<file path="src/mtc1d_fifo.sv">
`default_nettype none
module mtc1d_fifo #(
   parameter int WIDTH = 8,
   parameter int DEPTH = 4
) (
   input  wire logic             clock,
   input  wire logic             reset,
   input  wire logic             push,
   input  wire logic [WIDTH-1:0] wdata,
   input  wire logic             pop,
   output logic      [WIDTH-1:0] rdata,
   output logic                  full,
   output logic                  empty
);
   localparam int PW = (DEPTH > 1) ? $clog2(DEPTH) : 1;
   localparam int CW = $clog2(DEPTH + 1);

   logic [WIDTH-1:0] mem_ff [DEPTH];
   logic [PW-1:0]    wr_ff, wr_in, rd_ff, rd_in;
   logic [CW-1:0]    cnt_ff, cnt_in;
   logic             do_push, do_pop;

   assign full    = (cnt_ff == CW'(DEPTH));
   assign empty   = (cnt_ff == '0);
   assign do_push = push && !full;
   assign do_pop  = pop && !empty;
   assign rdata   = mem_ff[rd_ff];

   always_comb begin
      wr_in  = wr_ff;
      rd_in  = rd_ff;
      cnt_in = cnt_ff;
      if (do_push) begin
         wr_in = (wr_ff == PW'(DEPTH - 1)) ? '0 : wr_ff + PW'(1);
      end
      if (do_pop) begin
         rd_in = (rd_ff == PW'(DEPTH - 1)) ? '0 : rd_ff + PW'(1);
      end
      if (do_push && !do_pop) begin
         cnt_in = cnt_ff + CW'(1);
      end else if (do_pop && !do_push) begin
         cnt_in = cnt_ff - CW'(1);
      end
   end

   always_ff @(posedge clock) begin
      if (reset) begin
         wr_ff  <= '0;
         rd_ff  <= '0;
         cnt_ff <= '0;
      end else begin
         wr_ff  <= wr_in;
         rd_ff  <= rd_in;
         cnt_ff <= cnt_in;
      end
      if (do_push) begin
         mem_ff[wr_ff] <= wdata;
      end
   end
endmodule
`default_nettype wire

</file>
<file path="config.mk">
export PLATFORM = sky130hd
export DESIGN_NAME = mtc1d_fifo
export DESIGN_NICKNAME = d
export VERILOG_FILES = /design/src/mtc1d_fifo.sv
export SDC_FILE = /design/constraint.sdc
export NUM_CORES = 1
export LEC_CHECK = 0
export BUFFER_PORTS_ARGS = -buffer_cell sky130_fd_sc_hd__buf_2
export CAP_MARGIN = 20
export CORE_MARGIN = 2
export CORE_UTILIZATION = 60
export CTS_BUF_LIST = sky130_fd_sc_hd__clkbuf_8
export CTS_CLUSTER_DIAMETER = 40
export CTS_CLUSTER_SIZE = 16
export DETAILED_ROUTE_END_ITERATION = 8
export PLACE_DENSITY = 0.8
export SYNTH_ARGS = -nofsm -noshare
export SYNTH_HDL_FRONTEND = slang
export SYNTH_SLANG_ARGS = --single-unit
</file>
<file path="constraint.sdc">
create_clock -name clock -period 5.5 [get_ports clock]
set_clock_uncertainty 0.15 [all_clocks]
set_input_delay 0.55 -clock clock [delete_from_list [all_inputs] [get_ports clock]]
set_output_delay 0.55 -clock clock [all_outputs]
set_load 0.005 [all_outputs]
</file>
==> results_dict.tcl <==
set metrics [dict create \
    worst-path-max-fanout 7 \
    synthMuxAreaShare_pct 12.2 \
    diodes 0 \
    syn_nets 111 \
    yosys.area.top_type "edfxtp_1" \
    hold_buffers 0 \
    grt_usage_pct 18.1 \
    post-route-period-util_pct 46.7 \
    grt_pass1_wl_microns 4000 \
    critPathKind "flop to flop" \
    clkSlewWorstSetupHoldPaths_ns 0.07 \
    grt_start_max_net_pins 13 \
    max_freq_mhz 390 \
    gr-total-overflow 0 \
    clockBufferDepth 2 \
    antenna_found_initial 0 \
    synth_top_family_by_area "multiplexers" \
    placedCellCount 139 \
    dieWidth_microns 56.4 \
    die_h_microns 56.4 \
    tritoncts "done" \
    start_util_pct 64.7 \
    rsz0062_at_grt "no" \
    gp_congestion 0.777 \
    synth_seq_area_share_pct 69.4 \
    cts.sinks 41 \
    synth-xor-area-share_pct 1.06 \
    viasPerCell 5.84 \
    fin_cells 147 \
    slew_headroom_pct 65.0 \
    grt_pass1_vias 860 \
    drtAntennaViolNets 0 \
    htree_levels 2 \
    fin_nets 135 \
    pin_count 22 \
    vias 858 \
    finalSetupTns_ns 0 \
    syn_inst 92 \
    maxCapViolCount 0 \
    crit_arrival_ns 2.64 \
    synth_cell_type_count 26 \
    synthAdderAreaFrac_pct 5.78 \
    cts_setup_buffers 0 \
    worst_slew_pin_slew_ns 0.524 \
    synth_most_common_cell "edfxtp_1" \
    end_kind "flop" \
    area_growth_pct 12.7 \
    synth_area_leaders "edfxtp_1 (58%), dfxtp_1 (11%), mux4_2 (11%)" \
    insertion_delay_ns 0.29 \
    hold_class "input pin to flop" \
    rows 18 \
    nFillCells 153 \
    period_minus_slack_ns 2.57 \
    status "finished clean" \
    cp.required_ns 5.58 \
    final_area_sq_mm 0.00185 \
    die_area_sq_mm 0.00318 \
    drt_iter0_markers 33 \
    dpl.hpwl_microns 1820 \
    maxSlewViolCount 0 \
    first_pass_iters 4 \
    synth_edf_count 32 \
    synthArstFlopShare_pct 0 \
    cts_made_buffers 5 \
    dpl_cell_area_sq_mm 0.00176 \
    wl_per_cell_microns 17.1 \
    crit_slowest_cell "dfxtp_1" \
    path_cells "or3b_1, clkinv_4, nor2_2, ha_1, inv_1, fa_1, xor2_1, or3_2, a21oi_1" \
    synth_compound_area_share_pct 3.04 \
    synth_commonest_cells "edfxtp_1 (32), dfxtp_1 (9), mux4_2 (8)" \
    drc 0 \
    ys_ff_latch 41 \
    portBuffers 21 \
    peakVddDrop_mv 0.354 \
    root_buffer "clkbuf_8" \
    routed_wl_microns 2520 \
    synth_top_cell_area_share_pct 58.4 \
    syn_avg_cell_area_sq_um 17.9 \
    netlist_area_sq_mm 0.00165 \
    hold_violations 0 \
    leakage_nw 0.700 \
    synth-simple-area-share_pct 5.70 \
    finalSetupViolCount 0 \
    drive_gt1_share_pct 37.6 \
    cts.repair.resized 0 \
    critical_path.max_stage_delay_ns 0.45 \
    synth_ff_type "edfxtp_1" \
    whs_ns 0.329 \
    start_kind "flop" \
    core_sq_mm 0.00254 \
    power_density_mw_per_mm2 424 \
    synth_warnings 0 \
]
[logic make-up after synthesis]
| logic type | count (synthesis) |
|---|---|
| xor+xnor | 2 |
| simple gates | 16 |
| mux | 10 |
| buf+inv | 9 |
| compound gates | 7 |
| flops | 41 |
| fa+ha+maj | 7 |
[registers in the layout, indices dropped and copies added (netlist names), named ones only]
signal / count
mem_ff: 32
cnt_ff: 3
rd_ff: 2
wr_ff: 2
[cell usage in the layout (no fill, tap or decap), drive strengths merged]
master and n:
fa 1, nor2 4, o21ai 2, clkbuf 6
ha 6, nand2 1, inv 6, nor3 2
a21oi 3, nand3 2, xor2 2, dfxtp 9
mux2i 2, buf 21, clkinv 1, or3 2
edfxtp 32, and3 4, o31ai 2, or3b 1
mux4 8
[per-stage QoR]
step           setup slack [ns]  power (mW)  utilization [%]
2_1_floorplan              3.19       0.546                -
3_3_place_gp               3.09       0.596             69.3
3_5_place_dp               2.95       0.607             69.3
4_1_cts                    2.95       0.796             72.9
5_1_grt                    2.78       0.830             72.9
6_report                   2.93       0.787             72.9
[power breakdown]
| part | switching, mW | leakage (nW) | internal [mW] |
|---|---|---|---|
| Sequential | 0.0373 | 0.367 | 0.378 |
| Combinational | 0.0826 | 0.279 | 0.100 |
| Clock | 0.0901 | 0.0538 | 0.0984 |
| Total | 0.210 | 0.700 | 0.577 |
[area by class of cell]
cell class                 instances  area [sq um]  share of cell area, %
clock buffer                       6          82.6                   4.45
clock inverter                     2          7.51                  0.405
inverter                           5          23.8                   1.28
multi-input combinational         42           457                   24.6
sequential                        41          1140                   61.5
tap                               30          37.5                   2.02
timing repair buffer              21           105                   5.67
[worst paths after layout]
path	from	end	slack, ns	cells past startpoint
max reg2reg	cnt_ff[0]$_SDFFE_PP0P_	cnt_ff[2]$_SDFFE_PP0P_	2.93	9
max	cnt_ff[0]$_SDFFE_PP0P_	cnt_ff[2]$_SDFFE_PP0P_	2.93	9
min reg2reg	rd_ff[0]$_SDFFE_PP0P_	rd_ff[0]$_SDFFE_PP0P_	0.37	2
min	wdata[1]	mem_ff[2][1]$_DFFE_PP_	0.33	1
[critical path: cells and delay by family, from the launching register on]
kind / cells / cell delay, ns
xor gates and xnor gates: 1 / 0.16
adders and majority gates: 2 / 0.58
DFF: 1 / 0.45
and+or+nand+nor: 3 / 0.85
AOI/OAI and AO/OA: 1 / 0.14
buffers and inverters: 2 / 0.16
[per-layer routing]
| metal | up-vias | share of wire (%) | global-route usage (%) |
|---|---|---|---|
| met1 | 434 | 40 | 19.0 |
| met3 | 5 | 5.2 | 8.06 |
| met4 | 0 | 1.6 | 8.16 |
| li1 | 397 | - | - |
| met5 | - | 0 | 0 |
| met2 | 22 | 53 | 31.1 |
Power figures use the tool's default switching activity.
