--- config.mk ---
export PLATFORM = sky130hd
export DESIGN_NAME = mtc1d_front
export DESIGN_NICKNAME = d
export VERILOG_FILES = /design/src/mtc1d_pkg.sv /design/src/mtc1d_front.sv
export SDC_FILE = /design/constraint.sdc
export NUM_CORES = 1
export LEC_CHECK = 0
export BUFFER_PORTS_ARGS = -buffer_cell sky130_fd_sc_hd__clkbuf_2
export CAP_MARGIN = 10
export CELL_PAD_IN_SITES_DETAIL_PLACEMENT = 1
export CELL_PAD_IN_SITES_GLOBAL_PLACEMENT = 1
export CORE_MARGIN = 3
export CORE_UTILIZATION = 33
export DETAILED_ROUTE_END_ITERATION = 12
export PLACE_DENSITY_LB_ADDON = 0.08
export SLEW_MARGIN = 20
export SYNTH_ARGS = -nofsm -noshare
export SYNTH_HDL_FRONTEND = slang
export SYNTH_SLANG_ARGS = --single-unit
export TNS_END_PERCENT = 100
--- constraint.sdc ---
create_clock -name clock -period 4.65 [get_ports clock]
set_clock_uncertainty 0.1 [all_clocks]
set_input_delay 0.93 -clock clock [delete_from_list [all_inputs] [get_ports clock]]
set_output_delay 0.93 -clock clock [all_outputs]
set_load 0.01 [all_outputs]
--- src/mtc1d_pkg.sv ---
`default_nettype none
package mtc1d_pkg;

   localparam int MAX_TAPS      = 8;
   localparam int MAX_ROW_WIDTH = 256;
   localparam int DATA_WIDTH    = 16;
   localparam int ACC_WIDTH     = 48;
   localparam int PROD_WIDTH    = 2 * DATA_WIDTH;
   localparam int FRAC_SHIFT    = 10;
   localparam int TAP_WIDTH     = 3;
   localparam int EL_WIDTH      = 8;
   localparam int POS_WIDTH     = 16;
   localparam int RES_WIDTH     = 32;
   localparam int CSR_WIDTH     = 32;
   localparam int MID_DEPTH     = 4;
   localparam int OUT_DEPTH     = 8;

   typedef enum logic [1:0] {
      CSR_BIAS        = 2'd0,
      CSR_TAP_MASK    = 2'd1,
      CSR_TAPS_IN_USE = 2'd2,
      CSR_ROW_WIDTH   = 2'd3
   } csr_index_type;

   // effective configuration (clamped, bit 0 of mask forced)
   typedef struct packed {
      logic signed [RES_WIDTH-1:0] bias;
      logic [MAX_TAPS-1:0]         mask;
      logic [3:0]                  taps;
      logic [8:0]                  width;
   } cfg_type;

   typedef struct packed {
      logic                         is_data;
      logic [TAP_WIDTH-1:0]         tap;
      logic [EL_WIDTH-1:0]          addr;
      logic signed [DATA_WIDTH-1:0] value;
      logic                         row_end;
      logic                         last;
      logic                         emit;
      logic [TAP_WIDTH-1:0]         sel;
      logic [POS_WIDTH-1:0]         pos;
      logic                         short_seq;
   } op_type;

   typedef struct packed {
      logic signed [RES_WIDTH-1:0] result;
      logic [POS_WIDTH-1:0]        pos;
      logic                        final_res;
      logic                        short_seq;
   } res_type;

endpackage
`default_nettype wire

--- src/mtc1d_front.sv ---
`default_nettype none
module mtc1d_front (
   input  wire logic                                   clock,
   input  wire logic                                   reset,
   input  wire logic                                   accept,
   input  wire logic                                   kind,
   input  wire logic [mtc1d_pkg::TAP_WIDTH-1:0]        tap,
   input  wire logic [mtc1d_pkg::EL_WIDTH-1:0]         element,
   input  wire logic signed [mtc1d_pkg::DATA_WIDTH-1:0] value,
   input  wire logic                                   last,
   input  wire mtc1d_pkg::cfg_type                     cfg,
   output mtc1d_pkg::op_type                           op
);
   logic [mtc1d_pkg::EL_WIDTH-1:0]  ec_ff, ec_in;
   logic [mtc1d_pkg::POS_WIDTH-1:0] row_ff, row_in;
   logic                            primed_ff, primed_in;
   logic [8:0]                      dm1;
   logic [mtc1d_pkg::EL_WIDTH-1:0]  j;
   logic [mtc1d_pkg::POS_WIDTH-1:0] hm1;
   logic                            row_end, full_win;

   always_comb begin
      dm1      = cfg.width - 9'd1;
      j        = ({1'b0, ec_ff} >= cfg.width) ? dm1[7:0] : ec_ff;
      row_end  = (j == dm1[7:0]) || last;
      hm1      = {12'd0, cfg.taps - 4'd1};
      full_win = primed_ff || (row_ff >= hm1);

      op.is_data   = kind;
      op.tap       = tap;
      op.addr      = kind ? j : element;
      op.value     = value;
      op.row_end   = row_end;
      op.last      = last;
      op.emit      = kind && row_end && (full_win || last);
      op.sel       = full_win ? hm1[2:0] : row_ff[2:0];
      op.pos       = full_win ? row_ff - hm1 : '0;
      op.short_seq = !full_win;

      ec_in     = ec_ff;
      row_in    = row_ff;
      primed_in = primed_ff;
      if (accept && kind) begin
         if (row_end) begin
            ec_in     = '0;
            row_in    = last ? '0 : row_ff + 16'd1;
            primed_in = last ? 1'b0 : full_win;
         end else begin
            ec_in = j + 8'd1;
         end
      end
   end

   always_ff @(posedge clock) begin
      if (reset) begin
         ec_ff     <= '0;
         row_ff    <= '0;
         primed_ff <= 1'b0;
      end else begin
         ec_ff     <= ec_in;
         row_ff    <= row_in;
         primed_ff <= primed_in;
      end
   end
endmodule
`default_nettype wire

==> results.ini <==
[run_status]
status = finished clean

[die]
die_x_um = 99.77
start_util = 0.3462
core_area_um2 = 8382
die-area_um2 = 9954
die-height_um = 99.77
num_rows = 33
io_pins = 136

[placement]
port_buffers = 57
dp_hpwl_mm = 6.991
dp.cells = 525
gp_congestion = 0.8216

[setup_path]
critPathLaunch = cfg[9]
cp_slowest_stage_delay_ps = 360
critPathTopFamily = simple AND/OR/NAND/NOR gates
worstPathMaxFanout = 4
setup.worst_path.start_class = input port
crit_chain = clkbuf_2, inv_1, ha_1, ha_1, nor2b_1, o21a_1, o21ai_0, nand4_1, or3_1, a21oi_1, clkbuf_2
worstPathArrival_ps = 3280
timing.rr.start = ec_ff[0]
worst_ep_required_time_ps = 3620
ff2ff_path_depth = 12
crit_cells = 11
r2r-end = ec_ff[6]
endpoint_kind = output port
critPathSlowestCell = o21ai_0
critical_path_class = input port to output port
crit_buf_inv = 3
cp-endpoint = op[14]
r2r_setup_slack_ps = 1110

[global_route]
grt_first_pass_wirelength_mm = 14.78
grtUsageTotal = 0.1787
antenna_found_initial = 0
grt_pass1_vias = 3040
grt_max_degree = 31
grt-ovfl-total = 0

[sta]
fmax_mhz = 232.3
rsz0062_at_grt = no
relSlewSlack = 0.5667
setup_viol = 0
hold_viol = 0
fin_tns_setup_ps = 0
period_minus_slack_ps = 4306
finalCritPeriodShare = 0.9259
drv_slew = 0
worst_slew_pin_slew_ps = 650.0

[clocking]
h-tree-depth = 1
clock_path_buffers = 2
path_clk_slew_ps = 90
cts_made_buffers = 3
clkLatencyLatePin_ps = 270
hold_buffers = 0
clkSinkCount = 25
cts_tree = built
clockRootBuffer = clkbuf_8

[drt]
drc_errors = 0
wl_per_cell_um = 16.75
via_count = 2951
drtIter0Drc = 90
wl_mm = 8.862
dr.pass1.iters = 4
ant_nets = 0
viasPerCell = 5.578

[synthesis]
synth_cell_types = 58
syn_nets = 505
syn_avg_cell_area_um2 = 7.200
yosys_most_used_dff = dfxtp_1
syn_area_um2 = 2902
synthArstFlopShare = 0
yosys_warnings = 0
ys_ff_latch = 25
synth_cells = 403
ys_seq_area_frac = 0.1725
synth-edff-count = 0

[final_layout]
fin_nets = 527
drive_gt1_frac = 0.2075
fin_cells = 529
final_cell_mix = clkbuf_2, nand2_1, nor2_1, inv_1, dfxtp_1
n_antenna_cell = 0
area_growth_pct = 8.926
final_common_cell = clkbuf_2

[power]
power.density_nw_per_um2 = 158.6
p_leak_uw = 0.001351
peakVddDrop_uv = 104.3

[flow_run]
cap_violations = 0

[hold_path]
min_path_type = flop to flop

==> cell families (layout without fill, tap and decap cells) <==
logic type	after synthesis	after routing	synth area share
buf+inv	76	97	0.1307
compound gates	83	83	0.1966
flops	25	25	0.1725
xor+xnor	26	26	0.08107
fa+ha+maj	17	17	0.07589
mux	13	13	0.04830
simple gates	163	163	0.2950
==> per-stage QoR <==
| step | util | setup WS (ps) | cell area [um^2] | hold slack [ps] | power (uW) |
|---|---|---|---|---|---|
| finish | 0.3771 | 344.4 | 3161 | 425.3 | 501.3 |
| global route | 0.3771 | 89.96 | 3161 | 447.7 | 531.6 |
| CTS | 0.3771 | 230.1 | 3161 | 423.1 | 508.2 |
| detailed placement | 0.3717 | 238.4 | 3115 | 407.7 | 371.6 |
| global placement | 0.3717 | 237.2 | 3115 | 388.6 | 368.7 |
| floorplan | - | 458.7 | 2902 | 358.5 | 333.3 |
==> cell usage after synthesis, types with 5 or more instances <==
library cell,count,share of area
a21oi_1,17,0.029
a32oi_1,6,0.018
and2_1,5,0.011
and3_1,5,0.011
buf_4,22,0.057
clkbuf_1,19,0.025
dfxtp_1,25,0.17
ha_1,16,0.069
inv_1,28,0.036
mux2_2,8,0.031
mux2i_1,5,0.017
nand2_1,35,0.045
nand3_1,19,0.033
nand4_1,10,0.022
nor2_1,29,0.038
nor2b_1,11,0.024
nor3_1,23,0.040
o21ai_0,20,0.034
or4_1,8,0.021
xnor2_1,19,0.057
xor2_1,6,0.018
==> per-layer routing <==
metal / up-vias / track usage / routed length (um)
met4: 0 / 0.02311 / 27
met1: 1431 / 0.2529 / 4311
met3: 8 / 0.02293 / 422
met2: 52 / 0.2981 / 4101
li1: 1460 / - / -
met5: - / 0 / 0
==> layout make-up <==
class                           instances  area (um^2)
Clock buffer                            4        45.04
Fill cell                            1081         5221
Inverter                               28        105.1
Multi-Input combinational cell        302         2033
Sequential cell                        25        500.5
Tap cell                              105        131.4
Timing Repair Buffer                   65        345.3
==> worst register-to-register path, cell delays in order, from the launching register on <==
cell and delay (ps):
dfxtp_1 420, inv_1 80, ha_1 270, o21ai_0 200
a21oi_1 160, o41ai_4 610, mux2i_1 370, ha_1 280
nand3_1 160, or2_2 350, and3_1 180, o21ai_0 150
a21oi_1 80
==> flip-flops by register name (all words and copies together), names as in the netlist <==
register	cells
ec_ff	8
primed_ff	1
row_ff	16
==> power breakdown <==
| group | internal, uW | leakage, uW | switching, uW |
|---|---|---|---|
| combinational | 61.1 | 0.00113 | 88.5 |
| clock | 61.5 | 0.0000228 | 74.9 |
| sequential | 214 | 0.000201 | 0.821 |
| total | 337 | 0.00135 | 164 |
==> how the worst min path moves through the flow <==
stage                     slack, ps   endpoint      start  cells past startpoint
after floorplan                 360  primed_ff  primed_ff                      2
after global placement          390  primed_ff  primed_ff                      2
after detailed placement        410  row_ff[0]  row_ff[0]                      2
after CTS                       420  row_ff[0]  row_ff[0]                      2
after global routing            450  row_ff[0]  row_ff[0]                      2
final                           430  row_ff[0]  row_ff[0]                      2
==> what timing repair did <==
| item | in CTS | in global routing |
|---|---|---|
| endpoints found under the setup margin | 0 | 3 |
| gates resized for setup | 0 | 1 |
| buffers inserted | 0 | 0 |
(Power assumes the default switching activity.)
